$ cat src/rtl/core/srsm_pkg.sv
package srsm_pkg;

  // Field widths of one command beat and one result beat
  localparam int unsigned CMD_W   = 3;
  localparam int unsigned SLOT_W  = 3;
  localparam int unsigned ID_W    = 64;
  localparam int unsigned SIZE_W  = 30;
  localparam int unsigned CRC_W   = 64;
  localparam int unsigned TYPE_W  = 32;
  localparam int unsigned CHAN_W  = 32;
  localparam int unsigned OFFS_W  = 32;
  localparam int unsigned OVF_W   = 32;
  localparam int unsigned BYTES_W = 64;

  localparam int unsigned IN_DATA_W  = 232;
  localparam int unsigned OUT_DATA_W = 424;

  typedef enum logic [CMD_W-1:0] {
    CMD_ACQ_WR   = 3'd0,
    CMD_SET_META = 3'd1,
    CMD_COMMIT   = 3'd2,
    CMD_ACQ_RD   = 3'd3,
    CMD_RELEASE  = 3'd4
  } cmd_e;

  typedef enum logic [1:0] {
    PH_FREE    = 2'd0,
    PH_WRITING = 2'd1,
    PH_READY   = 2'd2,
    PH_READING = 2'd3
  } phase_e;

  typedef struct packed {
    logic [CHAN_W-1:0] channel;
    logic [TYPE_W-1:0] ptype;
    logic [CRC_W-1:0]  crc;
    logic [SIZE_W-1:0] size;
    logic [ID_W-1:0]   id;
  } meta_t;

  // Decoded outcome of one command, handed from the control unit to the datapath
  typedef struct packed {
    logic granted;
    logic rs_ok;
    logic meta_we;
    logic add_wr;
    logic add_rd;
  } ctrl_t;

endpackage

$ cat src/rtl/core/srsm_meta_mem.sv
module srsm_meta_mem #(
  parameter int unsigned SLOT_COUNT = 8,
  localparam int unsigned PtrW = $clog2(SLOT_COUNT)
) (
  input  logic               clk_i,
  input  logic               rst_ni,
  input  logic               we_i,
  input  logic [PtrW-1:0]    waddr_i,
  input  srsm_pkg::meta_t    wdata_i,
  input  logic               re_i,
  input  logic [PtrW-1:0]    raddr_a_i,
  input  logic [PtrW-1:0]    raddr_b_i,
  output srsm_pkg::meta_t    rdata_a_o,
  output logic [srsm_pkg::SIZE_W-1:0] rsize_b_o
);

  srsm_pkg::meta_t mem_q [SLOT_COUNT];
  logic            vld_q [SLOT_COUNT];

  srsm_pkg::meta_t             rd_a_q;
  logic                        rd_a_vld_q;
  logic [srsm_pkg::SIZE_W-1:0] rd_b_q;
  logic                        rd_b_vld_q;

  // Entries never written read as zero
  always_ff @(posedge clk_i or negedge rst_ni) begin
    if (!rst_ni) begin
      for (int i = 0; i < SLOT_COUNT; i++) begin
        vld_q[i] <= 1'b0;
      end
    end else if (we_i) begin
      vld_q[waddr_i] <= 1'b1;
    end
  end

  always_ff @(posedge clk_i) begin
    if (we_i) begin
      mem_q[waddr_i] <= wdata_i;
    end
  end

  // Port A passes this beat's own write through
  always_ff @(posedge clk_i) begin
    if (re_i) begin
      if (we_i && (waddr_i == raddr_a_i)) begin
        rd_a_q     <= wdata_i;
        rd_a_vld_q <= 1'b1;
      end else begin
        rd_a_q     <= mem_q[raddr_a_i];
        rd_a_vld_q <= vld_q[raddr_a_i];
      end
      rd_b_q     <= mem_q[raddr_b_i].size;
      rd_b_vld_q <= vld_q[raddr_b_i];
    end
  end

  assign rdata_a_o = rd_a_vld_q ? rd_a_q : '0;
  assign rsize_b_o = rd_b_vld_q ? rd_b_q : '0;

endmodule

$ cat src/rtl/core/srsm_ctrl.sv
module srsm_ctrl #(
  parameter int unsigned SLOT_COUNT = 8,
  localparam int unsigned PtrW = $clog2(SLOT_COUNT),
  localparam int unsigned IdxW = (PtrW > srsm_pkg::SLOT_W) ? PtrW : srsm_pkg::SLOT_W
) (
  input  logic                         clk_i,
  input  logic                         rst_ni,
  input  logic                         accept_i,
  input  logic [srsm_pkg::CMD_W-1:0]   cmd_i,
  input  logic [srsm_pkg::SLOT_W-1:0]  slot_i,
  input  logic                         enable_i,
  output srsm_pkg::ctrl_t              ctrl_o,
  output logic [IdxW-1:0]              rs_o,
  output logic [PtrW-1:0]              tgt_o,
  output logic [srsm_pkg::OVF_W-1:0]   ovf_o
);

  logic [PtrW-1:0]            wr_ptr_q, wr_ptr_d;
  logic [PtrW-1:0]            rd_ptr_q, rd_ptr_d;
  logic [srsm_pkg::OVF_W-1:0] ovf_q;
  srsm_pkg::phase_e           phase_q [SLOT_COUNT];

  logic                       tgt_ok;
  logic [IdxW-1:0]            slot_ext;
  logic                       ph_we;
  logic [PtrW-1:0]            ph_addr;
  srsm_pkg::phase_e           ph_val;
  logic                       ovf_inc;

  function automatic logic [PtrW-1:0] ptr_next(input logic [PtrW-1:0] p);
    logic [PtrW-1:0] n;
    n = (p == PtrW'(SLOT_COUNT - 1)) ? '0 : p + PtrW'(1);
    return n;
  endfunction

  assign slot_ext = IdxW'(slot_i);
  assign tgt_ok   = (32'(slot_i) < 32'(SLOT_COUNT));
  assign tgt_o    = slot_ext[PtrW-1:0];

  always_comb begin
    ctrl_o   = '0;
    ctrl_o.rs_ok = tgt_ok;
    rs_o     = slot_ext;
    ph_we    = 1'b0;
    ph_addr  = tgt_o;
    ph_val   = srsm_pkg::PH_FREE;
    ovf_inc  = 1'b0;
    wr_ptr_d = wr_ptr_q;
    rd_ptr_d = rd_ptr_q;
    case (srsm_pkg::cmd_e'(cmd_i))
      srsm_pkg::CMD_ACQ_WR: begin
        rs_o         = IdxW'(wr_ptr_q);
        ctrl_o.rs_ok = 1'b1;
        if (enable_i) begin
          if (phase_q[wr_ptr_q] != srsm_pkg::PH_FREE) begin
            ovf_inc = 1'b1;
          end else begin
            ph_we          = 1'b1;
            ph_addr        = wr_ptr_q;
            ph_val         = srsm_pkg::PH_WRITING;
            ctrl_o.granted = 1'b1;
          end
        end
      end
      srsm_pkg::CMD_SET_META: begin
        if (tgt_ok) begin
          ctrl_o.meta_we = 1'b1;
          ctrl_o.granted = 1'b1;
        end
      end
      srsm_pkg::CMD_COMMIT: begin
        if (tgt_ok) begin
          ph_we          = 1'b1;
          ph_val         = srsm_pkg::PH_READY;
          wr_ptr_d       = ptr_next(wr_ptr_q);
          ctrl_o.add_wr  = 1'b1;
          ctrl_o.granted = 1'b1;
        end
      end
      srsm_pkg::CMD_ACQ_RD: begin
        rs_o         = IdxW'(rd_ptr_q);
        ctrl_o.rs_ok = 1'b1;
        if (enable_i && (phase_q[rd_ptr_q] == srsm_pkg::PH_READY)) begin
          ph_we          = 1'b1;
          ph_addr        = rd_ptr_q;
          ph_val         = srsm_pkg::PH_READING;
          ctrl_o.granted = 1'b1;
        end
      end
      srsm_pkg::CMD_RELEASE: begin
        if (tgt_ok) begin
          ph_we          = 1'b1;
          ph_val         = srsm_pkg::PH_FREE;
          rd_ptr_d       = ptr_next(rd_ptr_q);
          ctrl_o.add_rd  = 1'b1;
          ctrl_o.granted = 1'b1;
        end
      end
      default: begin
      end
    endcase
  end

  assign ovf_o = ovf_q + srsm_pkg::OVF_W'(ovf_inc);

  always_ff @(posedge clk_i or negedge rst_ni) begin
    if (!rst_ni) begin
      wr_ptr_q <= '0;
      rd_ptr_q <= '0;
      ovf_q    <= '0;
      for (int i = 0; i < SLOT_COUNT; i++) begin
        phase_q[i] <= srsm_pkg::PH_FREE;
      end
    end else if (accept_i) begin
      wr_ptr_q <= wr_ptr_d;
      rd_ptr_q <= rd_ptr_d;
      ovf_q    <= ovf_o;
      if (ph_we) begin
        phase_q[ph_addr] <= ph_val;
      end
    end
  end

endmodule

$ cat src/rtl/core/slot_ring_state_manager.sv
// Channel   Dir  tdata fields (low bit first)                         tuser
// s_axis    in   slot, payload_id, payload_size, payload_crc,         cmd
//                payload_kind, source_channel
// m_axis    out  result_slot, data_offset, meta_id, meta_size,        granted
//                meta_crc, meta_type, meta_channel, overflow_total,
//                bytes_written_total, bytes_read_total
// cfg       in   cfg_wdata = ring_enabled, written when cfg_we is high
//
// One command is taken every cycle while m_axis does not stall. The decode stage
// decodes the command, updates slot phases, pointers and the overflow count and
// reads the metadata memory; the output stage adds the byte totals and fills the
// output register.
// Reset clears phases to free, pointers, counters and metadata valid bits, and
// sets ring_enabled. A stalled m_axis holds the pipe and drops s_axis_tready once stage one is full.
module slot_ring_state_manager #(
  parameter int unsigned SLOT_COUNT   = 8,
  parameter int unsigned SLOT_BYTES   = 536870912,
  parameter int unsigned HEADER_BYTES = 4096
) (
  input  logic                                clk_i,
  input  logic                                rst_ni,
  // slot, payload_id, payload_size, payload_crc, payload_kind, source_channel
  input  logic [srsm_pkg::IN_DATA_W-1:0]      s_axis_tdata,
  // cmd
  input  logic [srsm_pkg::CMD_W-1:0]          s_axis_tuser,
  input  logic                                s_axis_tvalid,
  output logic                                s_axis_tready,
  // result_slot, data_offset, meta_id, meta_size, meta_crc, meta_type,
  // meta_channel, overflow_total, bytes_written_total, bytes_read_total
  output logic [srsm_pkg::OUT_DATA_W-1:0]     m_axis_tdata,
  // granted
  output logic                                m_axis_tuser,
  output logic                                m_axis_tvalid,
  input  logic                                m_axis_tready,
  input  logic                                cfg_we_i,
  input  logic                                cfg_wdata_i
);

  localparam int unsigned PtrW = $clog2(SLOT_COUNT);
  localparam int unsigned IdxW = (PtrW > srsm_pkg::SLOT_W) ? PtrW : srsm_pkg::SLOT_W;

  // Unpack the command beat
  logic [srsm_pkg::SLOT_W-1:0] in_slot;
  srsm_pkg::meta_t             in_meta;
  logic [srsm_pkg::SIZE_W-1:0] in_size;

  assign in_slot         = s_axis_tdata[2:0];
  assign in_meta.id      = s_axis_tdata[66:3];
  assign in_size         = s_axis_tdata[96:67];
  assign in_meta.crc     = s_axis_tdata[160:97];
  assign in_meta.ptype   = s_axis_tdata[192:161];
  assign in_meta.channel = s_axis_tdata[224:193];

  // Clamp the stored size to one slot
  assign in_meta.size = (32'(in_size) > SLOT_BYTES) ? srsm_pkg::SIZE_W'(SLOT_BYTES) : in_size;

  logic enable_q;

  always_ff @(posedge clk_i or negedge rst_ni) begin
    if (!rst_ni) begin
      enable_q <= 1'b1;
    end else if (cfg_we_i) begin
      enable_q <= cfg_wdata_i;
    end
  end

  // Pipe handshake
  logic s1_valid_q, m_valid_q;
  logic out_free, s1_adv, accept;

  assign out_free      = !m_valid_q || m_axis_tready;
  assign s1_adv        = s1_valid_q && out_free;
  assign s_axis_tready = !s1_valid_q || out_free;
  assign accept        = s_axis_tvalid && s_axis_tready;

  // Decode stage
  srsm_pkg::ctrl_t            ctrl;
  logic [IdxW-1:0]            rs;
  logic [PtrW-1:0]            tgt;
  logic [srsm_pkg::OVF_W-1:0] ovf;

  srsm_ctrl #(
    .SLOT_COUNT(SLOT_COUNT)
  ) u_ctrl (
    .clk_i    (clk_i),
    .rst_ni   (rst_ni),
    .accept_i (accept),
    .cmd_i    (s_axis_tuser),
    .slot_i   (in_slot),
    .enable_i (enable_q),
    .ctrl_o   (ctrl),
    .rs_o     (rs),
    .tgt_o    (tgt),
    .ovf_o    (ovf)
  );

  srsm_pkg::meta_t             rd_meta;
  logic [srsm_pkg::SIZE_W-1:0] rd_size;

  srsm_meta_mem #(
    .SLOT_COUNT(SLOT_COUNT)
  ) u_meta_mem (
    .clk_i     (clk_i),
    .rst_ni    (rst_ni),
    .we_i      (accept && ctrl.meta_we),
    .waddr_i   (tgt),
    .wdata_i   (in_meta),
    .re_i      (accept),
    .raddr_a_i (rs[PtrW-1:0]),
    .raddr_b_i (tgt),
    .rdata_a_o (rd_meta),
    .rsize_b_o (rd_size)
  );

  // Stage one register: decode outcome, waiting for the memory read
  srsm_pkg::ctrl_t            s1_ctrl_q;
  logic [IdxW-1:0]            s1_rs_q;
  logic [srsm_pkg::OVF_W-1:0] s1_ovf_q;

  always_ff @(posedge clk_i or negedge rst_ni) begin
    if (!rst_ni) begin
      s1_valid_q <= 1'b0;
    end else if (accept) begin
      s1_valid_q <= 1'b1;
    end else if (s1_adv) begin
      s1_valid_q <= 1'b0;
    end
  end

  always_ff @(posedge clk_i) begin
    if (accept) begin
      s1_ctrl_q <= ctrl;
      s1_rs_q   <= rs;
      s1_ovf_q  <= ovf;
    end
  end

  // Output stage: byte totals advance as each result leaves stage one
  logic [srsm_pkg::BYTES_W-1:0] wr_bytes_q, wr_bytes_d;
  logic [srsm_pkg::BYTES_W-1:0] rd_bytes_q, rd_bytes_d;
  logic                         granted_q;
  logic [srsm_pkg::SLOT_W-1:0]  slot_q;
  logic [srsm_pkg::OFFS_W-1:0]  offs_q, offs_d;
  srsm_pkg::meta_t              meta_q;
  logic [srsm_pkg::OVF_W-1:0]   ovf_q;

  assign wr_bytes_d = wr_bytes_q +
                      (s1_ctrl_q.add_wr ? srsm_pkg::BYTES_W'(rd_size) : '0);
  assign rd_bytes_d = rd_bytes_q +
                      (s1_ctrl_q.add_rd ? srsm_pkg::BYTES_W'(rd_size) : '0);
  assign offs_d     = srsm_pkg::OFFS_W'(HEADER_BYTES) +
                      srsm_pkg::OFFS_W'(64'(s1_rs_q) * 64'(SLOT_BYTES));

  always_ff @(posedge clk_i or negedge rst_ni) begin
    if (!rst_ni) begin
      m_valid_q  <= 1'b0;
      wr_bytes_q <= '0;
      rd_bytes_q <= '0;
    end else begin
      if (s1_adv) begin
        m_valid_q  <= 1'b1;
        wr_bytes_q <= wr_bytes_d;
        rd_bytes_q <= rd_bytes_d;
      end else if (m_axis_tready) begin
        m_valid_q <= 1'b0;
      end
    end
  end

  always_ff @(posedge clk_i) begin
    if (s1_adv) begin
      granted_q <= s1_ctrl_q.granted;
      slot_q    <= s1_rs_q[srsm_pkg::SLOT_W-1:0];
      offs_q    <= offs_d;
      // Out-of-range target reports zero metadata
      meta_q    <= s1_ctrl_q.rs_ok ? rd_meta : '0;
      ovf_q     <= s1_ovf_q;
    end
  end

  // Pack the result beat
  assign m_axis_tvalid        = m_valid_q;
  assign m_axis_tuser         = granted_q;
  assign m_axis_tdata[2:0]    = slot_q;
  assign m_axis_tdata[34:3]   = offs_q;
  assign m_axis_tdata[98:35]  = meta_q.id;
  assign m_axis_tdata[128:99] = meta_q.size;
  assign m_axis_tdata[192:129] = meta_q.crc;
  assign m_axis_tdata[224:193] = meta_q.ptype;
  assign m_axis_tdata[256:225] = meta_q.channel;
  assign m_axis_tdata[288:257] = ovf_q;
  assign m_axis_tdata[352:289] = wr_bytes_q;
  assign m_axis_tdata[416:353] = rd_bytes_q;
  assign m_axis_tdata[423:417] = '0;

endmodule
$ cat config.mk
export PLATFORM = sky130hd
export DESIGN_NAME = slot_ring_state_manager
export DESIGN_NICKNAME = d
export VERILOG_FILES = /design/src/rtl/core/srsm_pkg.sv /design/src/rtl/core/srsm_meta_mem.sv /design/src/rtl/core/srsm_ctrl.sv /design/src/rtl/core/slot_ring_state_manager.sv
export SDC_FILE = /design/constraint.sdc
export NUM_CORES = 2
export LEC_CHECK = 0
export BUFFER_PORTS_ARGS = -buffer_cell sky130_fd_sc_hd__clkbuf_2
export CORE_MARGIN = 2
export CORE_UTILIZATION = 60
export DETAILED_ROUTE_END_ITERATION = 16
export PLACE_DENSITY = 0.79
export SLEW_MARGIN = 25
export SYNTH_ARGS = -nofsm -noshare
export SYNTH_HDL_FRONTEND = slang
export SYNTH_SLANG_ARGS = --single-unit
$ cat constraint.sdc
create_clock -name clk_i -period 23.5 [get_ports clk_i]
set_input_delay 3.525 -clock clk_i [delete_from_list [all_inputs] [get_ports clk_i]]
set_output_delay 3.525 -clock clk_i [all_outputs]
set_load 0.03 [all_outputs]
Yosys cells after proc, flatten, opt, wreduce, memory -nomap -nowiden
Memory sizes are Yosys's and may differ from the RTL's. A register that Yosys moved wholly into a read port is not among the register bits.
Index checks and enable logic that the tools add are counted.
{"block": "word_totals", "ff_bits": 523, "ramBits": 1776, "input_bits": 241, "out_inout_bits": 427, "n_memories": 1}
{"block": "classes", "add_sub_neg": 6, "magnitude_cmp": 8, "n_eq_ne": 8, "muxes": 49, "n_bitwise": 6, "n_reduce_logical": 20}
{"memory": "u_meta_mem.mem_q", "words": 8, "word_bits": 222, "read_ports": 2, "rd_ports_with_merged_regs": 2, "wr": 1, "line_no": "srsm_meta_mem.sv:17", "rtl": "srsm_pkg::meta_t mem_q [SLOT_COUNT];"}
{"cell": "$add A64 B30 Y64", "n": 2}
{"cell": "$mux W30", "n": 4}
{"cell": "$add A13 B32 Y32 const A", "n": 1}
{"cell": "$add A32 B1 Y32", "n": 1}
{"cell": "$gt A30 B30 Y1 const B", "n": 1}
{"cell": "$mux W1", "n": 21}
{"cell": "$ge A4 B4 Y1 const B", "n": 5}
{"cell": "$not A3 Y4", "n": 5}
{"cell": "$bwmux W16", "n": 1}
{"cell": "$mux W3", "n": 5}
{"cell": "$mux W2", "n": 7}
{"cell": "$bmux W2 S3", "n": 2}
{"cell": "$pmux W3 S2", "n": 2}
{"cell": "$eq A3 B3 Y1 const B", "n": 3}
{"cell": "$lt A4 B1 Y1 const B", "n": 2}
{"cell": "$or A8 B8 Y8", "n": 1}
{"cell": "$logic_and A1 B1 Y1", "n": 7}
{"cell": "$add A3 B1 Y3 const B", "n": 2}
{"cell": "$bmux W1 S3", "n": 2}
{"cell": "$demux W2 S3", "n": 1}
{"cell": "$eq A3 B2 Y1 const B", "n": 2}
{"cell": "$pmux W1 S3", "n": 2}
{"cell": "$pmux W2 S3", "n": 1}
{"cell": "$reduce_and A2 Y1", "n": 3}
{"cell": "other kinds (10)", "n": 14}

Logic depth before layout (Yosys ltp)
{"block": "logic_depth", "depth_word": 14, "depth_mapped": 14, "mapped_depth_nobuf": 14}

Hierarchy
A second synthesis with hierarchy kept.
{"block": "unflattened", "hier_cells": 5446, "area_unflattened_um2": 105536.2}
{"module": "srsm_meta_mem", "n_inst": 1, "cells_each": 3493, "area_each_um2": 82280.2}
{"module": "slot_ring_state_manager", "n_inst": 1, "cells_each": 1611, "area_each_um2": 19776.5}
{"module": "srsm_ctrl", "n_inst": 1, "cells_each": 342, "area_each_um2": 3479.6}

Least setup slack after synthesis
No wires, ideal clock.
{"block": "synth_timing", "path_kind": "input to register", "startpoint": "in m_axis_tready", "endpoint": "reg u_meta_mem.vld_q[1] in the netlist's numbering", "arrival_time_ns": 20.674, "required_time_ns": 23.338, "setup_slack_ns": 2.664, "path_stages": 6, "cell_sequence": "nand3b_1 -> nand2_2 -> clkinv_1 -> nand3_1 -> nor3_1 -> or2_2"}
{"block": "synth_between", "elab_chain_cells": 4}
{"item": "from (decl)", "line_no": "slot_ring_state_manager.sv:34", "rtl": "input logic m_axis_tready,"}
{"item": "$logic_or A1 B1 Y1", "line_no": "slot_ring_state_manager.sv:71", "rtl": "assign out_free = !m_valid_q || m_axis_tready;"}
{"item": "$logic_or A1 B1 Y1", "line_no": "slot_ring_state_manager.sv:73", "rtl": "assign s_axis_tready = !s1_valid_q || out_free;"}
{"item": "$logic_and A1 B1 Y1", "line_no": "slot_ring_state_manager.sv:74", "rtl": "assign accept = s_axis_tvalid && s_axis_tready;"}
{"item": "$logic_and A1 B1 Y1", "line_no": "slot_ring_state_manager.sv:105", "rtl": ".we_i (accept && ctrl.meta_we),"}
{"item": "to (signal, indexed assignment)", "line_no": "srsm_meta_mem.sv:29", "rtl": "vld_q[i] <= 1'b0;"}
{"item": "to (signal, indexed assignment)", "line_no": "srsm_meta_mem.sv:32", "rtl": "vld_q[waddr_i] <= 1'b1;"}
{"item": "to (decl)", "line_no": "srsm_meta_mem.sv:18", "rtl": "logic vld_q [SLOT_COUNT];"}
No other way between the ends.
A chain may end at the register's enable or synchronous reset.

Final worst setup path
{"block": "layout_timing", "startpoint": "in s_axis_tuser[0] in the netlist's numbering", "endpoint": "reg u_meta_mem.rd_a_q[162] (netlist name)"}
{"block": "layout_between", "elab_chain_cells": 2, "elab_cells_between_ends": 3}
{"item": "from (decl)", "line_no": "slot_ring_state_manager.sv:25", "rtl": "input logic [srsm_pkg::CMD_W-1:0] s_axis_tuser,"}
{"item": "$eq A3 B2 Y1 or $logic_not A3 Y1 (tied branches)", "line_no": "srsm_ctrl.sv:50", "rtl": "case (srsm_pkg::cmd_e'(cmd_i))"}
{"item": "$pmux W3 S2 *", "line_no": "srsm_ctrl.sv:50"}
Mark *: on every way between the ends. The rest lies on a longest branch, timed or not.

==> results.txt <==
DRC: 0
Max Clock Freq: 102.4 MHz
setup violators final: 0
gp weighted congestion: 0.9227
drt total wl: 235900 um
All-Layer GR Usage: 27.23%
status: completed
RSZ-0062 raised after global routing: false
area delta synth->final: 13.10%
die area: 0.1717 mm^2
critical path arrival: 10340 ps
GR Util met2: 44.14%
TritonCTS clock tree: built
GR Overflow Total: 0
Inst Count DP: 8131
placeable core region: 0.1672 mm^2
post-synthesis cell type count: 97
Post-Syn Area per Cell: 18.28 um^2
#FFs+latches synth: 2519
HP Class: reg -> reg
crit-path max FO: 65
vias in the first global route: 55.01k
Max Slew Vio Count: 0
Vias: 54.46k
Main synth FF type: edfxtp_1
Vias/cell: 6.311
PostCTS Resize Cnt: 0
num rows: 150
Die Ht: 414.3 um
number of antenna violations at the first check in global routing: 62
max_cap viols: 0
WS Path Type: in -> reg
CTS HTree Levels: 4
Final nets: 6477
sequential area share after synthesis: 73.92%
Fin. Hold Viols: 0
Post-CTS Setup Inserts: 0
GRT Max-Usage Layer: met2
P_leak: 40.20 nW
pin count of the biggest net entering global routing: 158
clock slew at reported path FFs: 70 ps
CTS buffer count: 235
VDD IR max: 0.07604 mV
Wirelength per Cell: 27.33 um
Mapped Area: 0.1010 mm^2
Tmin final: 9765 ps
setup TNS: 0 ps
clk root buf: clkbuf_16
GR Layer Usage met1: 35.32%
DRT Pass-1 Iters: 6
Skew-Pair Late Insertion Delay: 890 ps
async set or reset register ratio after synthesis: 7.662%
clock tree sinks: 2519
crit path capture type: flip-flop
met3 GRT Util: 4.855%
non-filler cells, final: 8630
1st-iter DRT viols: 6406
number of routed nets with antenna violations: 0
WP data required: 24070 ps
Max-slew headroom: 23.77%
# IOs: 668
maximum clock path buffer count: 3
port bufs: 624
Post-DP HPWL: 130000 um
fill cell count: 10.37k
first-pass GRT wire length: 347600 um
Yosys warning count: 0
worst-margin pin slew: 1143 ps
Layout Skew: 46.87 ps
# hold bufs at CTS: 0
share of cells above drive strength 1: 25.07%
CP startpoint kind: input port
Starting Density: 60.41%
Post-synth EDFFs: 2326
Final period util: 41.55%
Post-Syn Instances: 5527
PwrDens: 90.90 mW/mm^2
chip width: 414.3 um
==> kinds of logic (layout without fill, tap and decap cells) <==
kind of cell | count (synthesis) | count (layout) | synth area share [%]
adders and majority gates | 68 | 68 | 0.8571
and+or+nand+nor | 1077 | 1077 | 5.638
xor gates and xnor gates | 175 | 175 | 1.517
other | 2 | 85 | 0.007434
AOI/OAI and AO/OA | 626 | 626 | 3.745
muxes | 697 | 697 | 12.51
buffers and inverters | 363 | 1179 | 1.800
DFF | 2519 | 2519 | 73.92
==> metrics by stage <==
stage | util (%) | hold WS [ps] | area [um^2] | total power, mW | worst slack, ps
6_report | 68.33 | 411.6 | 114300 | 10.39 | 13740
5_1_grt | 68.31 | 422.9 | 114200 | 10.70 | 13490
4_1_cts | 68.18 | 418.9 | 114000 | 10.43 | 13840
3_5_place_dp | 63.48 | 404.5 | 106100 | 6.619 | 12980
3_3_place_gp | 63.46 | 400.9 | 106100 | 6.581 | 12700
2_1_floorplan | - | 400.3 | 101100 | 6.237 | 2664
==> layout by cell type (no fill, tap or decap), types with 25 or more instances in the layout <==
cell type / instances
clkinv_1: 45
conb_1: 36
diode_2: 49
and2_1: 264
o21ai_0: 307
a21o_1: 25
clkbuf_2: 623
and3_1: 86
nand4_1: 71
ha_1: 66
mux4_2: 449
buf_4: 69
nand3_1: 54
mux2i_1: 228
nor2_1: 73
xor2_1: 86
clkbuf_1: 46
dfrtp_1: 192
a22oi_1: 124
bufinv_16: 27
clkinv_2: 49
edfxtp_1: 2326
clkbuf_16: 238
a21oi_1: 71
xnor2_1: 89
nand2_1: 379
==> cell type report <==
class	instances	area [um^2]	area share, %
clock inverter	161	1727	1.511
tap	2204	2758	2.414
clock buffer	285	6142	5.376
multi-input combinational	2679	24760	21.67
timing repair buffer	708	3963	3.468
inverter	25	111.4	0.09746
sequential	2519	74680	65.36
antenna	49	122.6	0.1073
==> final timing paths <==
| kind | from | end | slack [ps] | cells after the start |
|---|---|---|---|---|
| worst min register to register | s1_rs_q[2] | slot_q[2] | 410 | 0 |
| max in group asynchronous | rst_ni | rd_bytes_q[59] | 19010 | 4 |
| min in group asynchronous | rst_ni | m_axis_tvalid | 2610 | 1 |
| worst min-delay path | s1_rs_q[2] | slot_q[2] | 410 | 0 |
| worst max register to register | u_ctrl.wr_ptr_q[1] | u_meta_mem.rd_a_q[162] | 16590 | 10 |
| worst max-delay path | s_axis_tuser[0] | u_meta_mem.rd_a_q[162] | 13740 | 13 |
==> Yosys cell counts (4+ instances only) <==
| cell type | number | area share [%] |
|---|---|---|
| nor2b_1 | 8 | 0.050 |
| a21oi_1 | 73 | 0.36 |
| and3_1 | 87 | 0.54 |
| o31ai_1 | 9 | 0.067 |
| o21a_1 | 7 | 0.052 |
| a31oi_1 | 9 | 0.056 |
| buf_1 | 12 | 0.045 |
| buf_4 | 82 | 0.61 |
| mux2i_1 | 228 | 2.3 |
| and4_1 | 5 | 0.043 |
| o21ai_1 | 11 | 0.054 |
| nand2_1 | 380 | 1.4 |
| clkbuf_1 | 157 | 0.58 |
| nor3_1 | 21 | 0.10 |
| nand4_1 | 71 | 0.44 |
| mux2_2 | 16 | 0.18 |
| a21o_1 | 25 | 0.19 |
| and2_1 | 271 | 1.7 |
| a211oi_1 | 8 | 0.059 |
| inv_1 | 22 | 0.082 |
| nor4_1 | 19 | 0.12 |
| or2_2 | 12 | 0.074 |
| or3_1 | 9 | 0.056 |
| and2b_2 | 4 | 0.035 |
| edfxtp_1 | 2326 | 69 |
| xnor2_1 | 89 | 0.77 |
| nand2b_1 | 10 | 0.062 |
| nand3_1 | 54 | 0.27 |
| o22ai_1 | 4 | 0.025 |
| nor4b_1 | 6 | 0.052 |
| and2b_1 | 4 | 0.030 |
| ha_1 | 66 | 0.82 |
| a22oi_1 | 124 | 0.92 |
| o21ai_0 | 308 | 1.5 |
| nor3b_1 | 11 | 0.082 |
| mux4_2 | 449 | 10 |
| buf_2 | 81 | 0.40 |
| o21bai_1 | 10 | 0.074 |
| nor2_1 | 74 | 0.27 |
| o211ai_1 | 7 | 0.052 |
| nand3b_1 | 4 | 0.030 |
| xor2_1 | 86 | 0.75 |
| dfrtp_1 | 192 | 4.8 |
==> worst max-delay path: stages <==
cell and delay (ps):
clkbuf_2 150, or2_2 350, a21oi_1 350, nor2_1 120, a21oi_4 470, buf_4 850
buf_4 930, buf_4 880, buf_4 900, buf_4 810, mux4_2 420, mux2i_1 170
o21ai_0 150
==> power by group <==
part | internal, mW | switching [mW] | total [mW] | leakage (nW)
clock | 2.17 | 1.68 | 3.85 | 3.80
sequential | 5.12 | 0.125 | 5.25 | 24.0
combinational | 0.472 | 0.822 | 1.29 | 12.4
==> flip-flops by register name, summed over array words and instances (netlist names), 3 cells and up <==
register / cells
ovf_q: 32
rd_bytes_q: 64
u_meta_mem.mem_q: 1776
u_meta_mem.rd_b_q: 30
s1_ovf_q: 32
u_ctrl.phase_q: 16
u_ctrl.ovf_q: 32
slot_q: 3
u_meta_mem.vld_q: 8
u_ctrl.rd_ptr_q: 3
wr_bytes_q: 64
s1_ctrl_q: 3
u_ctrl.wr_ptr_q: 3
m_axis_tdata: 222
u_meta_mem.rd_a_q: 222
s1_rs_q: 3
==> layer usage <==
metal  wire [um]  part of all wire, %
met1       88090                   37
met2      117400                   50
met3       17540                  7.4
met4       12640                  5.4
met5         211                0.089
Power figures use the tool's default switching activity.
